$ cat src/rtl/core/tpe_pkg.sv
// tpe_pkg: shared constants and sideband types for the track pT / eta pipeline.
// Used by tpe_sqrt_cell, tpe_log_cell and track_pt_eta. No dependencies.
package tpe_pkg;

  // input momentum components
  localparam int MOM_W         = 16;
  localparam int SQ_W          = 2 * MOM_W;
  // square roots carry ROOT_FRAC fraction bits
  localparam int ROOT_FRAC     = 32 - MOM_W;
  localparam int ROOT_W        = 32;
  localparam int RAD_W         = 2 * ROOT_W;
  localparam int REM_W         = ROOT_W + 2;
  // numerator (|z| << ROOT_FRAC) + p
  localparam int NUM_W         = ROOT_W + 1;
  // log2 datapath
  localparam int LOG_FRAC      = 20;
  localparam int MANT_FRAC     = 30;
  localparam int MANT_W        = MANT_FRAC + 1;
  localparam int EXP_W         = 6;
  localparam int LOG_W         = EXP_W + LOG_FRAC;
  localparam int NORM_W        = 64;
  // ln 2 in 32 fraction bits
  localparam int LN2_W         = 32;
  localparam logic [LN2_W-1:0] LN2_Q32 = 32'd2977044472;
  localparam int PROD_W        = LOG_W + LN2_W;
  // eta output
  localparam int ETA_FRAC_BITS = 10;
  localparam int RND_SH        = LOG_FRAC + LN2_W - ETA_FRAC_BITS;
  localparam int MAG_W         = PROD_W + 1 - RND_SH;
  localparam int ETA_W         = 14;
  localparam logic [ETA_W-1:0] ETA_LIMIT = 14'd8191;
  localparam int PT_W          = 16;

  // sideband through the square-root chain
  typedef struct packed {
    logic             zneg;
    logic             zzero;
    logic             stzero;
    logic [MOM_W-1:0] az;
  } front_sb_t;

  // sideband through the log chain and back end
  typedef struct packed {
    logic             zneg;
    logic             zzero;
    logic             stzero;
    logic [PT_W-1:0]  trans_mom;
    logic [EXP_W-1:0] n_num;
    logic [EXP_W-1:0] n_pt;
  } back_sb_t;

endpackage

$ cat src/rtl/core/tpe_log_cell.sv
// tpe_log_cell: one fraction bit of log2 by squaring the mantissa.
// Depends on tpe_pkg for widths.
module tpe_log_cell (
  input  logic                          clk,
  input  logic                          en,
  input  logic [tpe_pkg::MANT_W-1:0]    mant_in,
  input  logic [tpe_pkg::LOG_FRAC-1:0]  frac_in,
  output logic [tpe_pkg::MANT_W-1:0]    mant_out,
  output logic [tpe_pkg::LOG_FRAC-1:0]  frac_out
);

  logic [2*tpe_pkg::MANT_W-1:0] sq;
  logic [tpe_pkg::MANT_W:0]     sq_scaled;

  // square, back to 30 fraction bits
  always_comb begin
    sq        = mant_in * mant_in;
    sq_scaled = sq[2*tpe_pkg::MANT_W-1:tpe_pkg::MANT_FRAC];
  end

  // halve when the square reached 2, and emit a one
  always_ff @(posedge clk) begin
    if (en) begin
      if (sq_scaled[tpe_pkg::MANT_W]) begin
        mant_out <= sq_scaled[tpe_pkg::MANT_W:1];
        frac_out <= {frac_in[tpe_pkg::LOG_FRAC-2:0], 1'b1};
      end else begin
        mant_out <= sq_scaled[tpe_pkg::MANT_W-1:0];
        frac_out <= {frac_in[tpe_pkg::LOG_FRAC-2:0], 1'b0};
      end
    end
  end

endmodule

$ cat config.mk
export PLATFORM = sky130hd
export DESIGN_NAME = tpe_log_cell
export DESIGN_NICKNAME = d
export VERILOG_FILES = /design/src/rtl/core/tpe_pkg.sv /design/src/rtl/core/tpe_log_cell.sv
export SDC_FILE = /design/constraint.sdc
export NUM_CORES = 2
export LEC_CHECK = 0
export BUFFER_PORTS_ARGS = -buffer_cell sky130_fd_sc_hd__buf_2
export CAP_MARGIN = 10
export CORE_ASPECT_RATIO = 1.5
export CORE_UTILIZATION = 60
export CTS_BUF_LIST = sky130_fd_sc_hd__clkbuf_8
export DETAILED_ROUTE_END_ITERATION = 10
export MAX_ROUTING_LAYER = met4
export PLACE_DENSITY = 0.78
export SLEW_MARGIN = 20
export SYNTH_ARGS = -nofsm -noshare
export SYNTH_HDL_FRONTEND = slang
export SYNTH_SLANG_ARGS = --single-unit
$ cat constraint.sdc
create_clock -name clk -period 11.16 [get_ports clk]
set_input_delay 0.558 -clock clk [delete_from_list [all_inputs] [get_ports clk]]
set_output_delay 0.558 -clock clk [all_outputs]
set_load 0.01 [all_outputs]
==> reports/metrics.cfg <==
[run_status]
status=finished, final reports clean

[detailed_routing]
drt_iter0_drc=1106
wirelength_um=73100
detail_route.wl_per_cell_um=20.2
drc=0
ant_nets=0
vias_per_cell=5.65
drt_first_pass_iters=5
num_vias=20400

[synth]
synthMostInstantiatedCell=inv_1
syn-cell-area_um2=29000
syn_inst=3004
ys_types=65
yosys_register_bits=51
yosys.area.top_type_share_pct=51.6
ys_warn_count=0
synth_area_per_cell_um2=9.64
synthTopCellsByCount=914 x inv_1, 747 x fa_1, 295 x nand2_1
synth_area_leader_cell=fa_1
synth_edf_count=51
synth_top_flop_cell=edfxtp_1
synth.area.top_cells=fa_1 52%, inv_1 12%, ha_1 12%
yosysSeqAreaShare_pct=5.29
syn-num-nets=4073
synth_async_sr_flop_share_pct=0

[final_layout]
finalNonFillerCells=3614
area_delta_synth_final_pct=3.33
drive_gt1_share_pct=5.04
diodes=0
nets=4082
n_fill_cell=3855
fin_area_um2=29900

[placed_design]
hpwl_um=60300
dp_cells=3606
io_buffers=102
dpl_cell_area_um2=29800
gp_congestion=0.995

[floorplanning]
initial_utilization_pct=60.7
std_cell_rows=98
die_height_um=271
die_area_um2=49200
core_area_um2=47700
io-pin-count=104
fp.dieW_um=181

[critical_path]
crit_path_max_fanout=32
crit_path_frequent_cell=fa_1
start_kind=input pin
end_kind=flip-flop
max_stage_delay_ps=730
crit_chain=buf_2 > inv_1 > nor2_1 > fa_1 > fa_1 > inv_1 > fa_1 > fa_1 > inv_1 > fa_1 > fa_1 > fa_1 > fa_1 > ha_1 > a21oi_1 > o31ai_1 > a2111oi_0 > o21ai_1 > a2111oi_4 > nor4_4 > nor3_4 > o21a_1 > or2_2 > mux2_1
cp_num_buf_inv=4
arrival_ps=9770
critPathKind=in2reg
cp_top_family=adder cells
cp_slowest_cell=or2_2
required_ps=11220

[clock_network]
cts_sinks=51
cts_buffers=5
clkTransAtPathRegs_ps=100
cts_root_buffer=clkbuf_8
h-tree-depth=2
hold_buffers=0
cts_resized=0
post_cts_buffers=0
cts_buffer_depth=2
tritoncts=done

[sta]
final-hold-violation-count=0
setup_viol=0
slew_headroom_pct=36.7
worstMarginPinSlew_ps=949
fin_tns_setup_ps=0
rsz0062_at_grt=no
fmax_ghz=0.103
fin_crit_sh_pct=87.0
period_needed_ps=9710
drv_slew=0

[global_routing]
grt_pass1_vias=23900
antenna_found_initial=0
globalRouteTotalUtil_pct=32.8
grt_pass1_wl_um=119000
grt-ovfl-total=0
grt_start_max_net_pins=52

[worst_hold_path]
min_path_type=in2reg

[run]
cap_viol_max_count=0

[layout by cell type, fill, tap and decap left out, types with 8 or more instances in the layout]
cell type  count
nand4_1        9
nor2b_1        9
nor2_1        55
o21ai_1        9
xnor2_1       27
nand2_1      295
nand3_1       17
fa_1         747
edfxtp_1      51
a21o_1        25
mux2i_1       14
ha_1         269
o21ai_0       39
o21bai_1      13
and3_1         8
a21oi_1       71
mux2_4        12
inv_1        914
buf_4          9
buf_2        101
xor2_1        30
and2_1       190
[worst paths after layout]
| kind | slack [ps] | start | to | cells after the start |
|---|---|---|---|---|
| worst max-delay path | 1450 | mant_in[8] | mant_out[4]$_DFFE_PP_ | 24 |
| worst min-delay path | 420 | frac_in[8] | frac_out[9]$_DFFE_PP_ | 1 |
[stage by stage]
stage                     utilization [%]  setup slack (ps)  hold slack (ps)
after floorplan                         -              2940              657
after global placement               62.5              1380              734
final                                62.7              1450              416
after global routing                 62.7               908              395
after detailed placement             62.5              1300              736
after CTS                            62.7              1570              405
[flip-flops by register name, indices dropped and copies added, names as in the netlist]
signal    cells
frac_out     20
mant_out     31
[logic make-up (layout without fill, tap and decap cells)]
group	Yosys count	after routing	share of synthesized area, %
flip-flops	51	51	5.29
multiplexers	29	29	1.22
AO/OA/AOI/OAI	215	215	4.79
adder cells (fa/ha/maj)	1016	1016	63.3
buffers and inverters	1023	1033	13.4
AND/OR/NAND/NOR	613	613	10.3
XOR/XNOR	57	57	1.72
[layout make-up]
cell class	count	area (µm²)	area share, %
Timing Repair Buffer	110	573	1.92
Clock buffer	5	68.8	0.230
Clock inverter	3	26.3	0.0878
Multi-Input combinational cell	1930	23500	78.7
Tap cell	600	751	2.51
Inverter	915	3430	11.5
Sequential cell	51	1530	5.12
[layer usage]
| layer | wire (µm) | global-route usage (%) |
|---|---|---|
| met1 | 22300 | 32.2 |
| met2 | 39900 | 59.6 |
| met3 | 4070 | 3.23 |
| met4 | 6790 | 24.0 |
| met5 | 0 | - |
Power is left out: the tool's default activity adds up to more than one toggle a clock period on the data nets, which glitch-free logic cannot reach.
