[src/rtl/core/tpe_pkg.sv]
// tpe_pkg: shared constants and sideband types for the track pT / eta pipeline.
// Used by tpe_sqrt_cell, tpe_log_cell and track_pt_eta. No dependencies.
package tpe_pkg;

  // input momentum components
  localparam int MOM_W         = 16;
  localparam int SQ_W          = 2 * MOM_W;
  // square roots carry ROOT_FRAC fraction bits
  localparam int ROOT_FRAC     = 32 - MOM_W;
  localparam int ROOT_W        = 32;
  localparam int RAD_W         = 2 * ROOT_W;
  localparam int REM_W         = ROOT_W + 2;
  // numerator (|z| << ROOT_FRAC) + p
  localparam int NUM_W         = ROOT_W + 1;
  // log2 datapath
  localparam int LOG_FRAC      = 20;
  localparam int MANT_FRAC     = 30;
  localparam int MANT_W        = MANT_FRAC + 1;
  localparam int EXP_W         = 6;
  localparam int LOG_W         = EXP_W + LOG_FRAC;
  localparam int NORM_W        = 64;
  // ln 2 in 32 fraction bits
  localparam int LN2_W         = 32;
  localparam logic [LN2_W-1:0] LN2_Q32 = 32'd2977044472;
  localparam int PROD_W        = LOG_W + LN2_W;
  // eta output
  localparam int ETA_FRAC_BITS = 10;
  localparam int RND_SH        = LOG_FRAC + LN2_W - ETA_FRAC_BITS;
  localparam int MAG_W         = PROD_W + 1 - RND_SH;
  localparam int ETA_W         = 14;
  localparam logic [ETA_W-1:0] ETA_LIMIT = 14'd8191;
  localparam int PT_W          = 16;

  // sideband through the square-root chain
  typedef struct packed {
    logic             zneg;
    logic             zzero;
    logic             stzero;
    logic [MOM_W-1:0] az;
  } front_sb_t;

  // sideband through the log chain and back end
  typedef struct packed {
    logic             zneg;
    logic             zzero;
    logic             stzero;
    logic [PT_W-1:0]  trans_mom;
    logic [EXP_W-1:0] n_num;
    logic [EXP_W-1:0] n_pt;
  } back_sb_t;

endpackage

[src/rtl/core/tpe_sqrt_cell.sv]
// tpe_sqrt_cell: one restoring square-root step, one root bit per cell.
// Depends on tpe_pkg for widths.
module tpe_sqrt_cell (
  input  logic                         clk,
  input  logic                         en,
  input  logic [tpe_pkg::RAD_W-1:0]    rad_in,
  input  logic [tpe_pkg::REM_W-1:0]    rem_in,
  input  logic [tpe_pkg::ROOT_W-1:0]   root_in,
  output logic [tpe_pkg::RAD_W-1:0]    rad_out,
  output logic [tpe_pkg::REM_W-1:0]    rem_out,
  output logic [tpe_pkg::ROOT_W-1:0]   root_out
);

  logic [tpe_pkg::REM_W+1:0] cand;
  logic [tpe_pkg::REM_W+1:0] sub;
  logic [tpe_pkg::REM_W+1:0] trial;
  logic                      fits;

  // bring down the next bit pair and try root*4+1
  always_comb begin
    cand  = {rem_in, rad_in[tpe_pkg::RAD_W-1 -: 2]};
    sub   = {2'b00, root_in, 2'b01};
    fits  = (cand >= sub);
    trial = cand - sub;
  end

  always_ff @(posedge clk) begin
    if (en) begin
      rad_out <= {rad_in[tpe_pkg::RAD_W-3:0], 2'b00};
      if (fits) begin
        rem_out  <= trial[tpe_pkg::REM_W-1:0];
        root_out <= {root_in[tpe_pkg::ROOT_W-2:0], 1'b1};
      end else begin
        rem_out  <= cand[tpe_pkg::REM_W-1:0];
        root_out <= {root_in[tpe_pkg::ROOT_W-2:0], 1'b0};
      end
    end
  end

endmodule

[config.mk]
export PLATFORM = sky130hd
export DESIGN_NAME = tpe_sqrt_cell
export DESIGN_NICKNAME = d
export VERILOG_FILES = /design/src/rtl/core/tpe_pkg.sv /design/src/rtl/core/tpe_sqrt_cell.sv
export SDC_FILE = /design/constraint.sdc
export NUM_CORES = 1
export LEC_CHECK = 0
export BUFFER_PORTS_ARGS = -buffer_cell sky130_fd_sc_hd__buf_2
export CAP_MARGIN = 10
export CORE_MARGIN = 5
export CORE_UTILIZATION = 45
export CTS_BUF_LIST = sky130_fd_sc_hd__clkbuf_2
export DETAILED_ROUTE_END_ITERATION = 12
export PLACE_DENSITY = 0.8
export SETUP_SLACK_MARGIN = 0.5
export SYNTH_ARGS = -nofsm -noshare
export SYNTH_HDL_FRONTEND = slang
export SYNTH_SLANG_ARGS = --single-unit
[constraint.sdc]
create_clock -name clk -period 2.45 [get_ports clk]
set_input_delay 0.1225 -clock clk [delete_from_list [all_inputs] [get_ports clk]]
set_output_delay 0.1225 -clock clk [all_outputs]
set_load 0.01 [all_outputs]
==> out/metrics.yaml <==
logic_synthesis:
  synth_warnings: 0
  synth_ff_type: "edfxtp_1"
  synth_area_um2: 6310
  synth.avg_cell_area_um2: 12.5
  seq_area_frac_synth_pct: 60.9
  yosysUniqueCellTypes: 62
  async_flop_share_pct: 0
  synth_edf_count: 128
  synth.ff_latch_count: 128
  synthCells: 507
power:
  powerDensity_nw_per_um2: 559
  power.internal_mw: 3.92
  leakage_nw: 4.41
  pwr-share-comb_pct: 28.6
  clock_power_share_pct: 22.8
  sequentialPowerShare_pct: 48.6
  switchingPower_mw: 1.71
  power_mw: 5.63
  ir_drop_mv: 0.245
  swShare_pct: 30.3
drt:
  num_vias: 5905
  drt_iter0_drc: 362
  drcViolationCount: 0
  finalWirelength_mm: 20.9
  viasPerCell: 5.16
  drtPass1Iterations: 5
  wl_per_cell_um: 18.3
  postRouteAntennaNets: 0
floorplan:
  die_y_um: 128
  ios: 262
  dieWidth_um: 128
  core_um2: 13800
  rows: 43
  start_util_pct: 45.7
  dieArea_um2: 16500
timing:
  timing.fmax_mhz: 510
  setup_ws_ns: 0.491
  period_share_pct: 80.0
  max_slew_margin_pct: 55.0
  finalSetupViolCount: 0
  hold_violations: 11
  tns_ns: 0
  tightest_slew_ns: 0.675
  fin_hold_ws_ns: -0.385
  rsz0062_at_grt: "true"
  slew_violations: 0
  min_period_ns: 1.96
setup_path:
  path_class: "input pin to flip-flop"
  cp_max_fo: 14
  crit_end: "rem_out[23]$_DFFE_PP_"
  cp-startpoint: "root_in[23]"
  required_ns: 2.93
  start_kind: "input pin"
  critPathCaptureType: "flip-flop"
  cp.arrival_ns: 2.44
global_route:
  grt_pass1_vias: 5882
  grt_pass1_wl_mm: 30.7
  antenna_found_initial: 2
  grt_max_degree: 129
  grt_use_total_pct: 24.2
  grt_overflow_total: 0
clock_network:
  cts_max_level: 4
  cts.sinks: 128
  path_clk_slew_ns: 0.20
  cts_tree: "yes"
  clk_path_buf_depth: 2
  root_buffer: "clkbuf_2"
  numCtsBuffers: 17
cells_and_area:
  nets: 1116
  mostFrequentLayoutCells: "buf_2, edfxtp_1, dlygate4sd3_1, buf_4, nand2_1"
  fin_cells: 1145
  nFillCells: 884
  final-seq-area_um2: 3840
  fin_area_um2: 10100
  drive_above_1_share_pct: 43.2
  area_growth_syn_to_layout_pct: 59.7
  postLayoutCoreUtil_pct: 72.9
  layout_commonest_cell: "buf_2"
  multi_input_area_um2: 2570
status:
  status: "finished, violations left"
  violations: "hold timing"
placed_design:
  place_area_um2: 8520
  dpl.hpwl_mm: 13.7
  place_congestion: 0.882
  place_ws_ns: -0.193
  dp_cells: 987
  portBuffers: 259
hold_path:
  hp-class: "input pin to flip-flop"
job:
  cap_violations: 0
## what timing repair did
item,in CTS,in global routing
hold buffers,113,7
setup endpoints to repair,0,34
buffers inserted,0,2
resized for setup,0,11
hold endpoints to repair,147,17
## worst min-delay path by stage
stage	from	endpoint	slack (ns)	cells after the start
3_5_place_dp	rad_in[31]	rad_out[33]$_DFFE_PP_	0.30	1
5_1_grt	root_in[0]	root_out[1]$_DFFE_PP_	-0.46	1
3_3_place_gp	rad_in[33]	rad_out[35]$_DFFE_PP_	0.30	1
2_1_floorplan	rad_in[8]	rad_out[10]$_DFFE_PP_	0.22	0
6_report	root_in[0]	root_out[1]$_DFFE_PP_	-0.38	1
4_1_cts	root_in[17]	root_out[18]$_DFFE_PP_	-0.47	1
## layer usage
| layer | GRT usage [%] | vias to the layer above | routed length, µm |
|---|---|---|---|
| met5 | 0 | - | 0 |
| met4 | 10.3 | 0 | 778 |
| met3 | 6.64 | 58 | 1650 |
| met2 | 44.1 | 285 | 11000 |
| met1 | 26.4 | 2791 | 7490 |
| li1 | - | 2771 | - |
## final cells by class
cell class / instances / share of cell area (%)
sequential: 128 / 38.1
timing repair buffer: 439 / 29.9
multi-input combinational: 321 / 25.4
tap: 180 / 2.23
inverter: 43 / 2.05
clock inverter: 15 / 1.40
clock buffer: 17 / 0.844
antenna: 2 / 0.0496
## state kept, by name, summed over array words and instances, names as in the netlist
signal,flops
rad_out,62
root_out,32
rem_out,34
## cell usage after synthesis, types with 2 or more instances
cell	number	area, µm²
a31oi_1	4	25.0
a31o_1	2	17.5
nand3_1	6	30.0
inv_1	42	158
clkbuf_1	4	15.0
and2_2	2	15.0
nand2_1	58	218
and3_1	2	12.5
o211ai_1	2	15.0
o21a_1	3	22.5
o21ai_0	41	205
and3_2	3	22.5
xor2_1	13	114
clkbuf_2	2	10.0
buf_4	2	15.0
a21o_1	19	143
nor2_1	18	67.6
edfxtp_1	128	3840
buf_2	6	30.0
nand4_1	6	37.5
o21ai_1	4	20.0
o31ai_1	4	30.0
nand2b_1	5	31.3
nor3_1	10	50.1
o221ai_1	2	17.5
a21oi_1	28	140
ha_1	34	425
and2_1	3	18.8
o41ai_2	3	48.8
mux2i_1	4	40.0
o31a_1	2	17.5
xnor2_1	14	123
a21boi_0	2	15.0
## worst max-delay path: stages
cell,delay (ns)
dlygate4sd3_1,0.54
buf_2,0.13
inv_1,0.06
ha_4,0.27
nand2_2,0.06
nor2_4,0.11
nand3_2,0.11
o311ai_2,0.28
a211oi_2,0.08
o21a_4,0.28
buf_4,0.20
nand2_1,0.08
o21ai_0,0.11
## kinds of logic after synthesis
logic type	share of synthesized area, %
simple gates	8.88
compound gates	14.8
flops	60.9
buf+inv	4.08
xor+xnor	3.74
other cells	0.0594
mux	0.872
fa+ha+maj	6.74
## power by group through the flow
stage / clock network, mW / registers (mW) / logic (mW)
2_1_floorplan: 0 / 2.91 / 0.639
3_3_place_gp: 0 / 2.77 / 1.36
3_5_place_dp: 0 / 2.78 / 1.40
4_1_cts: 1.30 / 2.73 / 1.54
5_1_grt: 1.43 / 2.76 / 1.74
6_report: 1.28 / 2.74 / 1.61
Power figures use the tool's default switching activity.
